$ cat config.mk
export PLATFORM = sky130hd
export DESIGN_NAME = linked_list_queue_manager
export DESIGN_NICKNAME = d
export VERILOG_FILES = /design/src/design/llqm_pkg.sv /design/src/design/linked_list_queue_manager.sv
export SDC_FILE = /design/constraint.sdc
export NUM_CORES = 1
export LEC_CHECK = 0
export BUFFER_PORTS_ARGS = -buffer_cell sky130_fd_sc_hd__buf_4
export CAP_MARGIN = 10
export CORE_MARGIN = 2
export CORE_UTILIZATION = 45
export CTS_BUF_LIST = sky130_fd_sc_hd__clkbuf_16
export DETAILED_ROUTE_END_ITERATION = 8
export PLACE_DENSITY = 0.69
export SETUP_SLACK_MARGIN = 0.05
export SLEW_MARGIN = 40
export SYNTH_ARGS = -nofsm -noshare
export SYNTH_HDL_FRONTEND = slang
export SYNTH_SLANG_ARGS = --single-unit
export TNS_END_PERCENT = 1
$ cat constraint.sdc
create_clock -name i_clk -period 11.9 [get_ports i_clk]
set_input_delay 1.19 -clock i_clk [delete_from_list [all_inputs] [get_ports i_clk]]
set_output_delay 1.19 -clock i_clk [all_outputs]
set_load 0.01 [all_outputs]
$ cat src/design/llqm_pkg.sv
`default_nettype none

package llqm_pkg;

    localparam int IN_W  = 8;
    localparam int OUT_W = 16;

    localparam logic [1:0] FN_PUSH   = 2'd0;
    localparam logic [1:0] FN_POP    = 2'd1;
    localparam logic [1:0] FN_REMOVE = 2'd2;
    localparam logic [1:0] FN_QUERY  = 2'd3;

    localparam logic [1:0] STAT_OK       = 2'd0;
    localparam logic [1:0] STAT_PUSH_DUP = 2'd1;
    localparam logic [1:0] STAT_REM_MISS = 2'd2;

    typedef enum logic [2:0] {
        ST_CLEAR,
        ST_IDLE,
        ST_EXEC,
        ST_WALK,
        ST_UNLINK,
        ST_FIN
    } t_state;

endpackage

`default_nettype wire

$ cat src/design/linked_list_queue_manager.sv
`default_nettype none
// Channel   Dir  tdata fields (low bit first)
// s_axis    in   func[1:0], item_slot[7:2]
// m_axis    out  out_slot[5:0], got_item[6], in_queue[7], queue_empty[8], status[10:9]
//
// Push, pop and query go from accept to result through the registered membership and
// link reads, the update in ST_EXEC and the load of the output register in ST_FIN.
// Removing a slot other than the head walks the links from the head in ST_WALK and,
// unless it is the tail, relinks in ST_UNLINK; all use the single link table read port.
// After reset ST_CLEAR clears each membership table entry in turn; no word is taken.
// A finished result waits in the sequencer while the output register is stalled.

module linked_list_queue_manager #(
    parameter int QUEUE_SLOTS = 64
) (
    input  wire logic                         i_clk,
    input  wire logic                         i_rst_n,
    input  wire logic                         i_s_axis_tvalid,
    output logic                              o_s_axis_tready,
    input  wire logic [llqm_pkg::IN_W-1:0]    i_s_axis_tdata,   // func, item_slot
    output logic                              o_m_axis_tvalid,
    input  wire logic                         i_m_axis_tready,
    output logic      [llqm_pkg::OUT_W-1:0]   o_m_axis_tdata    // out_slot, got_item,
                                                               // in_queue, queue_empty, status
);
    import llqm_pkg::*;

    localparam int SW = (QUEUE_SLOTS > 2) ? $clog2(QUEUE_SLOTS) : 1;
    localparam int CW = ((SW > 6) ? SW : 6) + 1;

    logic [SW-1:0] r_link_mem [QUEUE_SLOTS];
    logic          r_mark_mem [QUEUE_SLOTS];
    logic [SW-1:0] r_link_rd;
    logic          r_mark_rd;

    t_state        r_state, n_state;
    logic [SW-1:0] r_clr, n_clr;
    logic [SW-1:0] r_head, n_head;
    logic [SW-1:0] r_tail, n_tail;
    logic          r_nonempty, n_nonempty;
    logic [1:0]    r_func, n_func;
    logic [SW-1:0] r_slot, n_slot;
    logic          r_inr, n_inr;
    logic [SW-1:0] r_cur, n_cur;
    logic          r_got, n_got;
    logic [5:0]    r_oslot, n_oslot;
    logic          r_inq, n_inq;
    logic [1:0]    r_status, n_status;
    logic          r_out_valid, n_out_valid;
    logic [OUT_W-1:0] r_out_data, n_out_data;

    logic          mk_we, mk_wd;
    logic [SW-1:0] mk_wa, mk_ra;
    logic          lk_we;
    logic [SW-1:0] lk_wa, lk_wd, lk_ra;

    logic [CW-1:0] in_slot_ext;
    logic          accept;
    logic          member;

    assign in_slot_ext     = CW'(i_s_axis_tdata[7:2]);
    assign o_s_axis_tready = (r_state == ST_IDLE);
    assign accept          = i_s_axis_tvalid && o_s_axis_tready;
    assign member          = r_inr && r_mark_rd;
    assign o_m_axis_tvalid = r_out_valid;
    assign o_m_axis_tdata  = r_out_data;

    always_comb begin
        n_state     = r_state;
        n_clr       = r_clr;
        n_head      = r_head;
        n_tail      = r_tail;
        n_nonempty  = r_nonempty;
        n_func      = r_func;
        n_slot      = r_slot;
        n_inr       = r_inr;
        n_cur       = r_cur;
        n_got       = r_got;
        n_oslot     = r_oslot;
        n_inq       = r_inq;
        n_status    = r_status;
        n_out_valid = r_out_valid && !i_m_axis_tready;
        n_out_data  = r_out_data;
        mk_we       = 1'b0;
        mk_wa       = r_slot;
        mk_wd       = 1'b0;
        mk_ra       = SW'(in_slot_ext);
        lk_we       = 1'b0;
        lk_wa       = r_cur;
        lk_wd       = r_link_rd;
        lk_ra       = r_head;

        case (r_state)
            ST_CLEAR: begin
                mk_we = 1'b1;
                mk_wa = r_clr;
                n_clr = r_clr + 1'b1;
                if (r_clr == SW'(QUEUE_SLOTS - 1)) begin
                    n_state = ST_IDLE;
                end
            end
            ST_IDLE: begin
                if (accept) begin
                    n_func   = i_s_axis_tdata[1:0];
                    n_slot   = SW'(in_slot_ext);
                    n_inr    = (in_slot_ext < CW'(QUEUE_SLOTS));
                    n_got    = 1'b0;
                    n_oslot  = '0;
                    n_inq    = 1'b0;
                    n_status = STAT_OK;
                    n_state  = ST_EXEC;
                end
            end
            ST_EXEC: begin
                n_state = ST_FIN;
                case (r_func)
                    FN_PUSH: begin
                        if (member || !r_inr) begin
                            n_status = STAT_PUSH_DUP;
                            n_inq    = member;
                        end else begin
                            mk_we = 1'b1;
                            mk_wd = 1'b1;
                            if (r_nonempty) begin
                                lk_we = 1'b1;
                                lk_wa = r_tail;
                                lk_wd = r_slot;
                            end else begin
                                n_head     = r_slot;
                                n_nonempty = 1'b1;
                            end
                            n_tail = r_slot;
                            n_inq  = 1'b1;
                        end
                    end
                    FN_POP: begin
                        n_inq = member;
                        if (r_nonempty) begin
                            n_got   = 1'b1;
                            n_oslot = 6'(r_head);
                            mk_we   = 1'b1;
                            mk_wa   = r_head;
                            if (r_head == r_tail) begin
                                n_nonempty = 1'b0;
                            end else begin
                                n_head = r_link_rd;
                            end
                            if (r_head == r_slot) begin
                                n_inq = 1'b0;
                            end
                        end
                    end
                    FN_REMOVE: begin
                        if (!member) begin
                            n_status = STAT_REM_MISS;
                        end else if (r_head == r_slot) begin
                            mk_we = 1'b1;
                            if (r_tail == r_slot) begin
                                n_nonempty = 1'b0;
                            end else begin
                                n_head = r_link_rd;
                            end
                        end else begin
                            n_cur   = r_head;
                            n_state = ST_WALK;
                        end
                    end
                    default: begin
                        n_inq = member;
                    end
                endcase
            end
            ST_WALK: begin
                if (r_cur == r_tail) begin
                    n_state = ST_FIN;
                end else if (r_link_rd == r_slot) begin
                    mk_we = 1'b1;
                    if (r_tail == r_slot) begin
                        n_tail  = r_cur;
                        n_state = ST_FIN;
                    end else begin
                        lk_ra   = r_slot;
                        n_state = ST_UNLINK;
                    end
                end else begin
                    n_cur = r_link_rd;
                    lk_ra = r_link_rd;
                end
            end
            ST_UNLINK: begin
                lk_we   = 1'b1;
                n_state = ST_FIN;
            end
            ST_FIN: begin
                if (!r_out_valid || i_m_axis_tready) begin
                    n_out_valid = 1'b1;
                    n_out_data  = OUT_W'({r_status, !r_nonempty, r_inq, r_got, r_oslot});
                    n_state     = ST_IDLE;
                end
            end
            default: begin
                n_state = ST_IDLE;
            end
        endcase
    end

    always_ff @(posedge i_clk) begin
        if (!i_rst_n) begin
            r_state     <= ST_CLEAR;
            r_clr       <= '0;
            r_head      <= '0;
            r_tail      <= '0;
            r_nonempty  <= 1'b0;
            r_out_valid <= 1'b0;
        end else begin
            r_state     <= n_state;
            r_clr       <= n_clr;
            r_head      <= n_head;
            r_tail      <= n_tail;
            r_nonempty  <= n_nonempty;
            r_out_valid <= n_out_valid;
        end
    end

    always_ff @(posedge i_clk) begin
        r_func     <= n_func;
        r_slot     <= n_slot;
        r_inr      <= n_inr;
        r_cur      <= n_cur;
        r_got      <= n_got;
        r_oslot    <= n_oslot;
        r_inq      <= n_inq;
        r_status   <= n_status;
        r_out_data <= n_out_data;
    end

    always_ff @(posedge i_clk) begin
        if (mk_we) begin
            r_mark_mem[mk_wa] <= mk_wd;
        end
        r_mark_rd <= r_mark_mem[mk_ra];
    end

    always_ff @(posedge i_clk) begin
        if (lk_we) begin
            r_link_mem[lk_wa] <= lk_wd;
        end
        r_link_rd <= r_link_mem[lk_ra];
    end

endmodule

`default_nettype wire

==> results.cfg <==
[clock_network]
clk_path_buf_depth = 3
root_buffer = clkbuf_16
cts_resized = 0
clock_latency_ps = 600
cts_hold_buf = 0
cts_tree = built
post_cts_buffers = 0
cts_buffers = 52
cts_sinks = 513
clk_pin_slew_ps = 60
h-tree-depth = 2

[yosys]
yosysMostFrequentCell = edfxtp_1
synthAdderAreaFrac_pct = 0.2846
synth_area_leaders = edfxtp_1 66%, nand2_1 5.7%, mux2i_1 3.6%
synth_top_family_by_area = simple AND/OR/NAND/NOR gates
synth_largest_area_cell = edfxtp_1
synth_edf_count = 483
yosysWarnings = 0
syn_area_per_cell_um2 = 13.02
synthFlopType = edfxtp_1
synthMuxAreaShare_pct = 6.154
synthArstFlopShare_pct = 0
ys_ff_latch = 513
yosys.area_share.simple_pct = 14.60
synth_top_area_share_pct = 65.99
seq_area_frac_synth_pct = 68.72
synth_xor_area_share_pct = 1.429
syn_inst = 1688
syn-cell-area_um2 = 21980
ys_top_cells_by_count = 483 x edfxtp_1, 331 x nand2_1, 166 x nor2_1
ys_types = 71
synth_compound_area_share_pct = 5.699

[floorplanning]
start_util_pct = 45.84
coreArea_um2 = 47950
die_area_um2 = 50630
die_h_um = 225
die_w_um = 225
placementRows = 80
boundaryPins = 30

[timing]
skew_ps = 18.23
slew_headroom_pct = 40.83
rsz0062_at_grt = no
setup_viol = 0
period_minus_slack_ps = 4989
fin_tns_setup_ps = 0
hold_viol = 0
fmax_mhz = 200.4
slew_violations = 0
fin_crit_sh_pct = 41.93
worst_slew_pin_slew_ps = 885.4

[worst_setup_path]
critPathMaxStageDelay_ps = 720
path_delay_family = simple AND/OR/NAND/NOR gates
cp_max_fo = 65
crit_slowest_cell = inv_1
startpoint_type = flip-flop
cpMostUsedCell = nand2_1
critPathKind = reg2reg
crit_path_end_kind = flip-flop
cp_num_buf_inv = 3
cp.required_ps = 12140
cp_cell_sequence = nor2_1, nand2_1, inv_1, and3_1, buf_4, nand2_1, inv_1, nand3_1, o21ai_0, nand2_1, nor2_1
cp_data_arrival_time_ps = 5230

[grt]
grt_overflow = 0
grtUsageTotal_pct = 21.92
antenna_found_initial = 0
grt_pass1_wl_um = 83660
grt_max_degree = 94
grt_pass1_vias = 13490

[power_and_ir_drop]
power_density_nw_per_um2 = 149.0
p_leak_nw = 7.119
p_total_w = 0.003639
ir_worst_vdd_uv = 104.6

[route]
drt_iter0_drc = 1819
routed_via_density = 6.030
first_pass_iters = 6
routed_wl_um = 55300
antenna_left = 0
vias = 14100
drc = 0
wire_per_inst_um = 23.65

[placement]
hpwl_um = 34490
routabilityCongestion = 0.9246
portBuffers = 24

[layout]
n_antenna_cell = 0
area_delta_synth_final_pct = 11.14
drive_gt1_share_pct = 10.27
nets = 1700
fillers = 3936

[min_path]
min_path_type = reg2reg

[outcome]
status = complete, no violations

[job]
maxCapViolCount = 0
==> worst reg2reg max path: cells and delay by family (launching register included) <==
kind | cells | cell delay (ps)
flops | 1 | 430
compound gates | 1 | 140
simple gates | 7 | 2680
buf+inv | 3 | 1400
==> routing by layer <==
layer | global-route usage (%) | wire length (um) | vias up
met2 | 34.06 | 25320 | 791
met3 | 3.833 | 5035 | 129
met1 | 31.08 | 23070 | 6926
met5 | 0 | 0 | -
li1 | - | - | 6252
met4 | 8.032 | 1886 | 0
==> power by group <==
| part | internal (W) | switching [W] |
|---|---|---|
| combinational | 0.0000106 | 0.0000191 |
| clock | 0.000975 | 0.000687 |
| sequential | 0.00195 | 0.00000185 |
| total | 0.00293 | 0.000708 |
==> metrics by stage <==
| stage | instance area [um^2] | cells | util (%) | hold slack (ps) | setup slack (ps) |
|---|---|---|---|---|---|
| after floorplan | 21990 | 1692 | - | 400.3 | 6778 |
| after global placement | 22570 | 2240 | 47.07 | 408.1 | 6934 |
| after detailed placement | 22680 | 2244 | 47.30 | 407.2 | 6935 |
| after CTS | 24420 | 2338 | 50.94 | 428.5 | 6931 |
| after global routing | 24430 | 2338 | 50.94 | 439.5 | 6405 |
| final | 24430 | 2338 | 50.94 | 423.5 | 6911 |
==> cell families (layout without fill, tap and decap cells) <==
kind of cell               after synthesis  in the layout
AOI/OAI and AO/OA                      173            173
xor gates and xnor gates                35             35
adders and majority gates                5              5
buffers and inverters                  127            158
DFF                                    513            513
muxes                                  108            108
other                                    1              5
and+or+nand+nor                        726            726
==> flip-flops by register name, summed over array words and instances, names as in the netlist, 3 cells and up <==
name / cells
r_slot: 6
r_cur: 6
r_mark_mem: 64
r_link_mem: 384
r_link_rd: 6
r_state: 3
r_clr: 6
o_m_axis_tdata: 11
r_oslot: 6
r_head: 6
r_tail: 6
==> layout by cell type (no fill, tap or decap), types with 6 or more instances in the layout <==
cell / count
a21oi_1: 32
a31oi_1: 15
o21ai_0: 24
nor3_1: 12
xor2_1: 17
mux2i_1: 80
and3_1: 16
nand2_1: 331
clkbuf_16: 54
a211oi_1: 6
mux4_2: 21
inv_1: 30
nor2_1: 166
o21ai_4: 6
o221a_2: 7
nand4_1: 45
nor2b_1: 8
and2_1: 7
edfxtp_1: 483
bufinv_16: 7
buf_4: 36
dfxtp_1: 30
nand3_1: 99
xnor2_1: 17
clkinv_1: 9
o211ai_1: 6
clkinv_2: 6
nand3b_1: 6
mux2_2: 7
nand2b_1: 9
a32oi_1: 27
a32o_1: 7
==> final cells by class <==
cell class | count | area [um^2] | area share (%)
clock inverter | 40 | 392.9 | 1.608
timing repair buffer | 43 | 382.9 | 1.567
clock buffer | 54 | 1351 | 5.532
sequential | 513 | 15100 | 61.84
inverter | 21 | 78.83 | 0.3227
multi-input combinational | 1052 | 6346 | 25.98
tap | 615 | 769.5 | 3.150
==> worst paths after layout <==
| path | from | end | slack (ps) | cells after the start |
|---|---|---|---|---|
| worst min-delay path | r_oslot[4] | o_m_axis_tdata[4] | 420 | 0 |
| worst max-delay path | r_state[2] | r_link_mem[34][0] | 6910 | 11 |
| worst max register to register | r_state[2] | r_link_mem[34][0] | 6910 | 11 |
| worst min register to register | r_oslot[4] | o_m_axis_tdata[4] | 420 | 0 |
Power figures use the tool's default switching activity.
